--- src/quoted_csv_field_splitter_defines.svh ---
// ----------------------------------------------------------------------------
// Quoted CSV field splitter assertion macros
// Shared property wrappers, clocked on clk_i and disabled during reset.
// ----------------------------------------------------------------------------
`ifndef QUOTED_CSV_FIELD_SPLITTER_DEFINES_SVH
`define QUOTED_CSV_FIELD_SPLITTER_DEFINES_SVH

// Same-cycle implication check.
`define QCSV_ASSERT_IMPL(lbl, ante, cons) \
  lbl: assert property (@(posedge clk_i) disable iff (!rst_ni) (ante) |-> (cons)) \
    else $error("qcsv: same-cycle check failed");

// Next-cycle implication check.
`define QCSV_ASSERT_NEXT(lbl, ante, cons) \
  lbl: assert property (@(posedge clk_i) disable iff (!rst_ni) (ante) |=> (cons)) \
    else $error("qcsv: next-cycle check failed");

`endif

--- src/qcsv_pkg.sv ---
// ----------------------------------------------------------------------------
// Quoted CSV field splitter package
// Character codes, parser mode codes and error codes.
// ----------------------------------------------------------------------------
package qcsv_pkg;

  // Characters with a meaning to the parser.
  localparam logic [7:0] CharQuote = 8'h22;
  localparam logic [7:0] CharComma = 8'h2C;

  // Parser modes.
  localparam logic [1:0] ModeOpen  = 2'd0;
  localparam logic [1:0] ModeField = 2'd1;
  localparam logic [1:0] ModeQuote = 2'd2;
  localparam logic [1:0] ModeSkip  = 2'd3;

  // Error codes reported with each result item.
  localparam logic [1:0] ErrNone  = 2'd0;
  localparam logic [1:0] ErrQuote = 2'd1;
  localparam logic [1:0] ErrComma = 2'd2;
  localparam logic [1:0] ErrEnd   = 2'd3;

endpackage

--- src/quoted_csv_field_splitter.sv ---
// ----------------------------------------------------------------------------
// Quoted CSV field splitter
// Timing: an accepted input item is registered in the input stage, and its parser result is
// registered in the result stage once that is free; a stalled result side holds it in between.
// Throughput: one item per cycle; only a stalled result side holds the input back.
// Reset: asynchronous active low; mode returns to expect-quote, count to zero.
// ----------------------------------------------------------------------------
`include "quoted_csv_field_splitter_defines.svh"

module quoted_csv_field_splitter
  import qcsv_pkg::*;
#(
  parameter int unsigned MAX_FIELDS = 255
) (
  input  logic       clk_i,
  input  logic       rst_ni,
  input  logic       in_valid_i,
  output logic       in_ready_o,
  input  logic [7:0] in_char_i,
  input  logic       last_in_line_i,
  output logic       out_valid_o,
  input  logic       out_ready_i,
  output logic       char_valid_o,
  output logic [7:0] out_char_o,
  output logic       field_end_o,
  output logic       line_end_o,
  output logic [7:0] field_count_o,
  output logic [1:0] error_code_o
);

  // The count saturates at the smaller of MAX_FIELDS and the 8-bit maximum.
  localparam int unsigned LimitInt   = (MAX_FIELDS < 255) ? MAX_FIELDS : 255;
  localparam logic [7:0]  CountLimit = 8'(LimitInt);

  logic       s1_valid_q, s1_valid_d;
  logic [7:0] s1_char_q;
  logic       s1_last_q;
  logic       s1_adv;
  logic       in_acc;

  logic       out_valid_q, out_valid_d;
  logic       char_valid_q;
  logic [7:0] out_char_q;
  logic       field_end_q;
  logic       line_end_q;
  logic [7:0] field_count_q;
  logic [1:0] error_code_q;

  logic [1:0] mode_q, mode_d;
  logic [7:0] fields_q, fields_d;

  logic       r_valid;
  logic [7:0] r_char;
  logic       r_fend;
  logic [1:0] r_err;
  logic [1:0] mode_nx;
  logic       bump;
  logic [7:0] fields_bumped;
  logic       is_quote;
  logic       is_comma;

  // Handshake: the input stage moves on whenever the result register is free.
  assign s1_adv     = s1_valid_q && (!out_valid_q || out_ready_i);
  assign in_ready_o = !s1_valid_q || s1_adv;
  assign in_acc     = in_valid_i && in_ready_o;

  always_comb begin
    s1_valid_d = s1_valid_q;
    if (in_acc) begin
      s1_valid_d = 1'b1;
    end else if (s1_adv) begin
      s1_valid_d = 1'b0;
    end
    out_valid_d = out_valid_q;
    if (s1_adv) begin
      out_valid_d = 1'b1;
    end else if (out_ready_i) begin
      out_valid_d = 1'b0;
    end
  end

  // Parser step for the item held in the input register.
  assign is_quote = (s1_char_q == CharQuote);
  assign is_comma = (s1_char_q == CharComma);

  always_comb begin
    r_valid = 1'b0;
    r_char  = 8'h00;
    r_fend  = 1'b0;
    r_err   = ErrNone;
    mode_nx = mode_q;
    bump    = 1'b0;
    unique case (mode_q)
      ModeOpen: begin
        if (!is_quote) begin
          r_err   = ErrQuote;
          mode_nx = ModeSkip;
        end else if (s1_last_q) begin
          r_err   = ErrEnd;
          mode_nx = ModeSkip;
        end else begin
          mode_nx = ModeField;
        end
      end
      ModeField: begin
        if (is_quote) begin
          if (s1_last_q) begin
            r_fend  = 1'b1;
            bump    = 1'b1;
            mode_nx = ModeOpen;
          end else begin
            mode_nx = ModeQuote;
          end
        end else if (s1_last_q) begin
          r_err   = ErrEnd;
          mode_nx = ModeSkip;
        end else begin
          r_valid = 1'b1;
          r_char  = s1_char_q;
        end
      end
      ModeQuote: begin
        if (is_quote) begin
          if (s1_last_q) begin
            r_err   = ErrEnd;
            mode_nx = ModeSkip;
          end else begin
            r_valid = 1'b1;
            r_char  = CharQuote;
            mode_nx = ModeField;
          end
        end else if (is_comma) begin
          r_fend  = 1'b1;
          bump    = 1'b1;
          mode_nx = ModeOpen;
        end else begin
          r_err   = ErrComma;
          mode_nx = ModeSkip;
        end
      end
      ModeSkip: begin
        mode_nx = ModeSkip;
      end
      default: begin
        mode_nx = ModeSkip;
      end
    endcase
  end

  // Saturating field count and line-end return to the initial state.
  assign fields_bumped = (bump && (fields_q < CountLimit)) ? fields_q + 8'd1 : fields_q;

  always_comb begin
    mode_d   = mode_q;
    fields_d = fields_q;
    if (s1_adv) begin
      if (s1_last_q) begin
        mode_d   = ModeOpen;
        fields_d = 8'd0;
      end else begin
        mode_d   = mode_nx;
        fields_d = fields_bumped;
      end
    end
  end

  // Control registers.
  always_ff @(posedge clk_i or negedge rst_ni) begin
    if (!rst_ni) begin
      s1_valid_q  <= 1'b0;
      out_valid_q <= 1'b0;
      mode_q      <= ModeOpen;
      fields_q    <= 8'd0;
    end else begin
      s1_valid_q  <= s1_valid_d;
      out_valid_q <= out_valid_d;
      mode_q      <= mode_d;
      fields_q    <= fields_d;
    end
  end

  // Payload registers of the input and result stages.
  always_ff @(posedge clk_i) begin
    if (in_acc) begin
      s1_char_q <= in_char_i;
      s1_last_q <= last_in_line_i;
    end
    if (s1_adv) begin
      char_valid_q  <= r_valid;
      out_char_q    <= r_char;
      field_end_q   <= r_fend;
      line_end_q    <= s1_last_q;
      field_count_q <= fields_bumped;
      error_code_q  <= r_err;
    end
  end

  assign out_valid_o   = out_valid_q;
  assign char_valid_o  = char_valid_q;
  assign out_char_o    = out_char_q;
  assign field_end_o   = field_end_q;
  assign line_end_o    = line_end_q;
  assign field_count_o = field_count_q;
  assign error_code_o  = error_code_q;

  // An error result never carries content or a field end.
  `QCSV_ASSERT_IMPL(a_err_excl, out_valid_o && error_code_o != ErrNone, !char_valid_o && !field_end_o)
  // The reported count never passes the saturation limit.
  `QCSV_ASSERT_IMPL(a_count_lim, out_valid_o, field_count_o <= CountLimit)
  // A line's last item puts the parser back into its initial state.
  `QCSV_ASSERT_NEXT(a_line_reset, s1_adv && s1_last_q, (mode_q == ModeOpen) && (fields_q == 8'd0))

endmodule

--- config.mk ---
export PLATFORM = sky130hd
export DESIGN_NAME = quoted_csv_field_splitter
export DESIGN_NICKNAME = d
export VERILOG_FILES = /design/src/qcsv_pkg.sv /design/src/quoted_csv_field_splitter.sv
export VERILOG_INCLUDE_DIRS = /design/src /design/src/src
export SDC_FILE = /design/constraint.sdc
export NUM_CORES = 1
export LEC_CHECK = 0
export BUFFER_PORTS_ARGS = -buffer_cell sky130_fd_sc_hd__clkbuf_2
export CAP_MARGIN = 5
export CORE_ASPECT_RATIO = 0.9
export CORE_MARGIN = 1
export CORE_UTILIZATION = 45
export CTS_CLUSTER_DIAMETER = 30
export DETAILED_ROUTE_END_ITERATION = 7
export GPL_TIMING_DRIVEN = 0
export PLACE_DENSITY_LB_ADDON = 0.3
export SLEW_MARGIN = 20
export SYNTH_ARGS = -nofsm -noshare
export SYNTH_HDL_FRONTEND = slang
export SYNTH_SLANG_ARGS = --single-unit
--- constraint.sdc ---
create_clock -name clk_i -period 2 [get_ports clk_i]
set_clock_uncertainty 0.15 [all_clocks]
set_input_delay 0.2 -clock clk_i [delete_from_list [all_inputs] [get_ports clk_i]]
set_output_delay 0.2 -clock clk_i [all_outputs]
set_load 0.02 [all_outputs]
; ---- Word level (Yosys, flattened, before mapping)
; Index checks and enable logic that the tools add are counted.
[word_totals]
reg_bits = 42
input_bits = 13
elab_cells = 63
[op_classes]
add_sub_neg = 1
order_cmp = 1
n_eq_ne = 6
mux = 32
reduce_logical = 11
[op_table]
columns = op, n
row1 = $mux W8, 4
row2 = $mux W2, 10
row3 = $eq A8 B6 Y1 const B, 2
row4 = $pmux W8 S2, 1
row5 = $mux W6, 2
row6 = $mux W1, 11
row7 = $add A8 B1 Y8 const B, 1
row8 = $lt A8 B8 Y1 const B, 1
row9 = $pmux W2 S4, 1
row10 = $pmux W2 S3, 1
row11 = $eq A2 B2 Y1 const B, 2
row12 = $pmux W1 S2, 2
row13 = $reduce_bool A2 Y1, 2
row14 = $logic_and A1 B1 Y1, 3
row15 = $ne A3 B3 Y1 const B, 1
row16 = $eq A2 B1 Y1 const B, 1
row17 = $logic_not A1 Y1, 2
row18 = $logic_not A2 Y1, 1
row19 = $logic_or A1 B1 Y1, 2
row20 = $reduce_and A2 Y1, 1

; ---- Logic depth before layout (Yosys ltp)
[depth]
ltp_word = 7
ltp_mapped = 7

; ---- Worst setup path after synthesis
; Ideal clock, no wire load.
[synth_path]
kind = register -> register
from = reg fields_q[0]
to = reg field_count_q[1] (netlist: field_count_o[1]), data pin
setup_ps = 260
arrival_ps = 1592
t_required_ps = 1590
setup_slack_ps = -3
stages_incl_launch_ff = 7
cell_sequence = dfrtp_1 > ha_1 > nand3_4 > or2_4 > and3_1 > buf_6 > mux2_4
[synth_via]
elab_chain_len = 3
elab_cells_between_ends = 4
classes_between = 1 x add/sub / 1 x order compare / 1 x mux / 1 x reduce/logical
[synth_lines]
columns = element, line_no
row1 = "start, declared", quoted_csv_field_splitter.sv:50  ; logic [7:0] fields_q, fields_d;
row2 = "start signal, assigned", quoted_csv_field_splitter.sv:178  ; fields_q <= fields_d;
row3 = $lt A8 B8 Y1, quoted_csv_field_splitter.sv:151  ; assign fields_bumped = (bump && (fields_q < CountLimit)) ? fields_q + 8'd1 : fields_q;
row4 = $logic_and A1 B1 Y1, quoted_csv_field_splitter.sv:151
row5 = $mux W8 *, quoted_csv_field_splitter.sv:151
row6 = net fields_bumped[1], quoted_csv_field_splitter.sv:58  ; logic [7:0] fields_bumped;
row7 = "end signal, assigned", quoted_csv_field_splitter.sv:193  ; field_count_q <= fields_bumped;
row8 = "end, declared", quoted_csv_field_splitter.sv:46  ; logic [7:0] field_count_q;
; The timed path passes the listed nets; every way through them passes the cells marked *.
; A chain may end at the register's enable or synchronous reset.

; ---- Final worst setup path
[layout_path]
from = reg s1_char_q[4]
to = reg out_char_q[1] (netlist: out_char_o[1]), data pin
[layout_via]
elab_chain_len = 3
elab_cells_between_ends = 4
classes_between = 1 x eq/ne / 3 x mux
[layout_lines]
columns = element, line_no
row1 = "start, declared", quoted_csv_field_splitter.sv:36  ; logic [7:0] s1_char_q;
row2 = "start signal, assigned", quoted_csv_field_splitter.sv:185  ; s1_char_q <= in_char_i;
row3 = $eq A8 B6 Y1 *, quoted_csv_field_splitter.sv:83  ; assign is_quote = (s1_char_q == CharQuote);
row4 = $mux W6 or $mux W8 (tied branches), "quoted_csv_field_splitter.sv:123, quoted_csv_field_splitter.sv:106"
row5 = $pmux W8 S2 *, quoted_csv_field_splitter.sv:93  ; unique case (mode_q)
row6 = net r_char[1], quoted_csv_field_splitter.sv:53  ; logic [7:0] r_char;
row7 = "end signal, assigned", quoted_csv_field_splitter.sv:190  ; out_char_q <= r_char;
row8 = "end, declared", quoted_csv_field_splitter.sv:43  ; logic [7:0] out_char_q;
; Marked as above.

==> reports/qor.txt <==
Num CTS Buffers: 5
Critical Path RT: 1.90 ns
Layout area overhead: 29.14%
Htree depth: 2
RSZ-0062 raised after global routing: true
Synth Register Bits: 42
First drt pass iteration count: 4
Max_cap viols: 0
Net Count, Synth: 173
Switch share: 30.98%
Peak supply drop: 543.8 uV
Unique masters post-synth: 50
RD Place Congestion: 0.7982
Met3 WL: 143 um
Status: finished, final reports clean
# placed instances: 250
Post-route ant nets: 0
Pin count of the biggest net entering global routing: 27
Initial antenna violation count: 0
Reg power frac: 47.3%
CP Class: flop to flop
Crit end category: flop
Fillers: 341
Met2 WL: 1892 um
Fmax: 0.5070 GHz
Clock transition at path regs: 0.07 ns
Mean Syn Cell Area: 12.96 sq um
Clk buf depth: 2
Detailed Route WL: 3900 um
Pin slew with the least headroom to its limit: 0.4639 ns
Worst-path maximum fanout: 7
Total GRT Usage: 18.10%
Ys Warns: 0
Post-Layout Cell Count: 275
Die H: 65.40 um
Via count: 1,412
Seq/Total Area, Yosys: 59.78%
Final hold violations: 0
Fin area: 2595 sq um
Post-route DRC: 0
WL/cell: 14.18 um
Min Clock Period, post-route: 1.972 ns
Mapped Area: 2009 sq um
Combinational fraction of design power: 30.5%
Io pins: 36
Net Switching: 717.6 uW
Clk network pwr share: 22.2%
HP Class: input port to flop
DR top layer: met4
Number of diodes: 0
Die ar.: 4737 sq um
Port bufs: 35
Placement Cell Area: 2262 sq um
Ys async rst share: 28.57%
Initial Util: 48.03%
Post-layout util: 62.02%
Clock sink count: 42
Pwr dens: 892.6 nW/um^2
Clk_lat worst skew: 0.29 ns
DRT iter0 DRCs: 63
P_leak: 1.083 nW
Tcrit/Tclk final: 98.62%
DP HPWL: 2596 um
Cell-internal power: 1.599 mW
Root Buffer: clkbuf_8
Fin. max-slew vios: 0
Setup-failing EPs final: 0
First-pass GRT wire length: 6327 um
Die Wd: 72.44 um
CORE AREA: 4184 sq um
Synth Instances: 155
Gr ovfl total: 0
Layout cells sized above 1: 34.88%
Vias in the first global route: 1,399
CP arrival: 1.87 ns
Row cnt: 22
Final nets: 232
Metal1 wirelength: 1784 um
Relative slew margins: 69.07%
TritonCTS clock tree: yes
Minimum hold slack: 0.07003 ns
CP startpoint kind: flop
Dominant synthesized flop cell: edfxtp_1
EDFF count, synth: 30
Vias per cell: 5.135
Fin Setup TNS: 0 ns
[metrics by stage]
stage | worst slack (ns) | power, mW
2_1_floorplan | 0.01035 | 1.478
6_report | 0.02753 | 2.316
3_3_place_gp | -0.1538 | 1.603
5_1_grt | -0.04235 | 2.424
3_5_place_dp | -0.2464 | 1.625
4_1_cts | 0.01026 | 2.295
[cell usage after synthesis (3+ instances only)]
master,n,area (sq um)
mux2i_1,4,40.04
xor2_1,3,26.28
and2_1,10,62.56
inv_1,5,18.77
dfrtp_1,12,300.3
edfxtp_1,30,900.9
o21ai_0,6,30.03
and3_1,3,18.77
xnor2_1,3,26.28
nand2b_1,4,25.02
a21oi_1,4,20.02
ha_1,5,62.56
nand2_1,11,41.29
nor2_1,8,30.03
[power by group through the flow]
stage	registers, mW	clock network (mW)	logic [mW]
floorplan	1.18	0	0.300
CTS	1.09	0.526	0.677
finish	1.10	0.514	0.706
global placement	1.12	0	0.483
detailed placement	1.13	0	0.498
global route	1.11	0.558	0.761
[path summary, 6_finish.rpt]
kind / startpoint / to / slack (ns) / depth (start not counted)
worst max-delay path: s1_char_q[4]$_DFFE_PP_ / out_char_o[1]$_DFFE_PP_ / 0.03 / 5
worst max register to register: s1_char_q[4]$_DFFE_PP_ / out_char_o[1]$_DFFE_PP_ / 0.03 / 5
min in group asynchronous: rst_ni / fields_q[2]$_DFFE_PN0P_ / 0.18 / 2
worst min register to register: s1_valid_q$_DFFE_PN0P_ / out_valid_o$_DFFE_PN0P_ / 0.39 / 1
worst min-delay path: out_ready_i / s1_valid_q$_DFFE_PN0P_ / 0.07 / 3
max in group asynchronous: rst_ni / mode_q[0]$_DFFE_PN0P_ / 1.28 / 2
[worst max-delay path: stages (launching register included)]
cell	delay [ns]
edfxtp_1	0.43
nor3b_4	0.32
nand3_1	0.28
mux2i_1	0.28
nor3b_2	0.09
and2_1	0.18
[cell type report]
class                      instances  area [sq um]  share of cell area, %
buffer                             4         17.52                 0.6750
clock buffer                       6         72.57                  2.797
clock inverter                     2         8.758                 0.3375
inverter                           5         22.52                 0.8679
multi-input combinational        103         859.6                  33.12
sequential                        42          1201                  46.29
tap                               60         75.07                  2.893
timing repair buffer              52         330.3                  12.73
timing repair inverter             1         7.507                 0.2893
[flip-flops by register name (all words and copies together), names as in the netlist]
| register | cells |
|---|---|
| char_valid_o | 1 |
| s1_last_q | 1 |
| s1_valid_q | 1 |
| fields_q | 8 |
| out_char_o | 8 |
| mode_q | 2 |
| line_end_o | 1 |
| field_end_o | 1 |
| field_count_o | 8 |
| error_code_o | 2 |
| out_valid_o | 1 |
| s1_char_q | 8 |
[layout by cell type, fill, tap and decap left out, types with 2 or more instances in the layout]
cell | Yosys | routed
clkbuf_2 | 1 | 36
edfxtp_1 | 30 | 30
dfrtp_1 | 12 | 12
nand2_1 | 11 | 11
dlygate4sd3_1 | 0 | 11
and2_1 | 10 | 10
nor2_1 | 8 | 7
o21ai_0 | 6 | 6
buf_4 | 0 | 6
clkbuf_8 | 0 | 5
inv_1 | 5 | 4
mux2i_1 | 4 | 4
a21oi_1 | 4 | 4
nand2b_1 | 4 | 4
clkbuf_1 | 2 | 3
xnor2_1 | 3 | 3
xor2_1 | 3 | 3
ha_4 | 0 | 3
nor3b_2 | 2 | 2
nand3_4 | 1 | 2
and3_4 | 0 | 2
and3_1 | 3 | 2
nand4_1 | 2 | 2
clkinvlp_4 | 0 | 2
or3_1 | 2 | 2
a221o_1 | 2 | 2
o21ai_1 | 2 | 2
a22o_1 | 2 | 2
[metal layers]
layer  track usage (%)  vias up
li1                  -      692
met1             21.30      675
met2             29.79       36
met3             5.061        9
met4             10.29        0
met5                 0        -
[kinds of logic after synthesis]
group | after synthesis | synth area share, %
and+or+nand+nor | 63 | 20.67
muxes | 6 | 3.300
DFF | 42 | 59.78
buffers and inverters | 10 | 2.366
AOI/OAI and AO/OA | 23 | 8.158
adders and majority gates | 5 | 3.113
xor gates and xnor gates | 6 | 2.616
[what timing repair did]
item | 4_1_cts | 5_1_grt
endpoints found under the hold margin | 22 | 0
cloned | 0 | 1
setup endpoints to repair | 8 | 11
hold buffers | 11 | 0
pin swaps | 4 | 6
setup buffers | 6 | 0
gates resized for setup | 11 | 7
(Power assumes the default switching activity.)
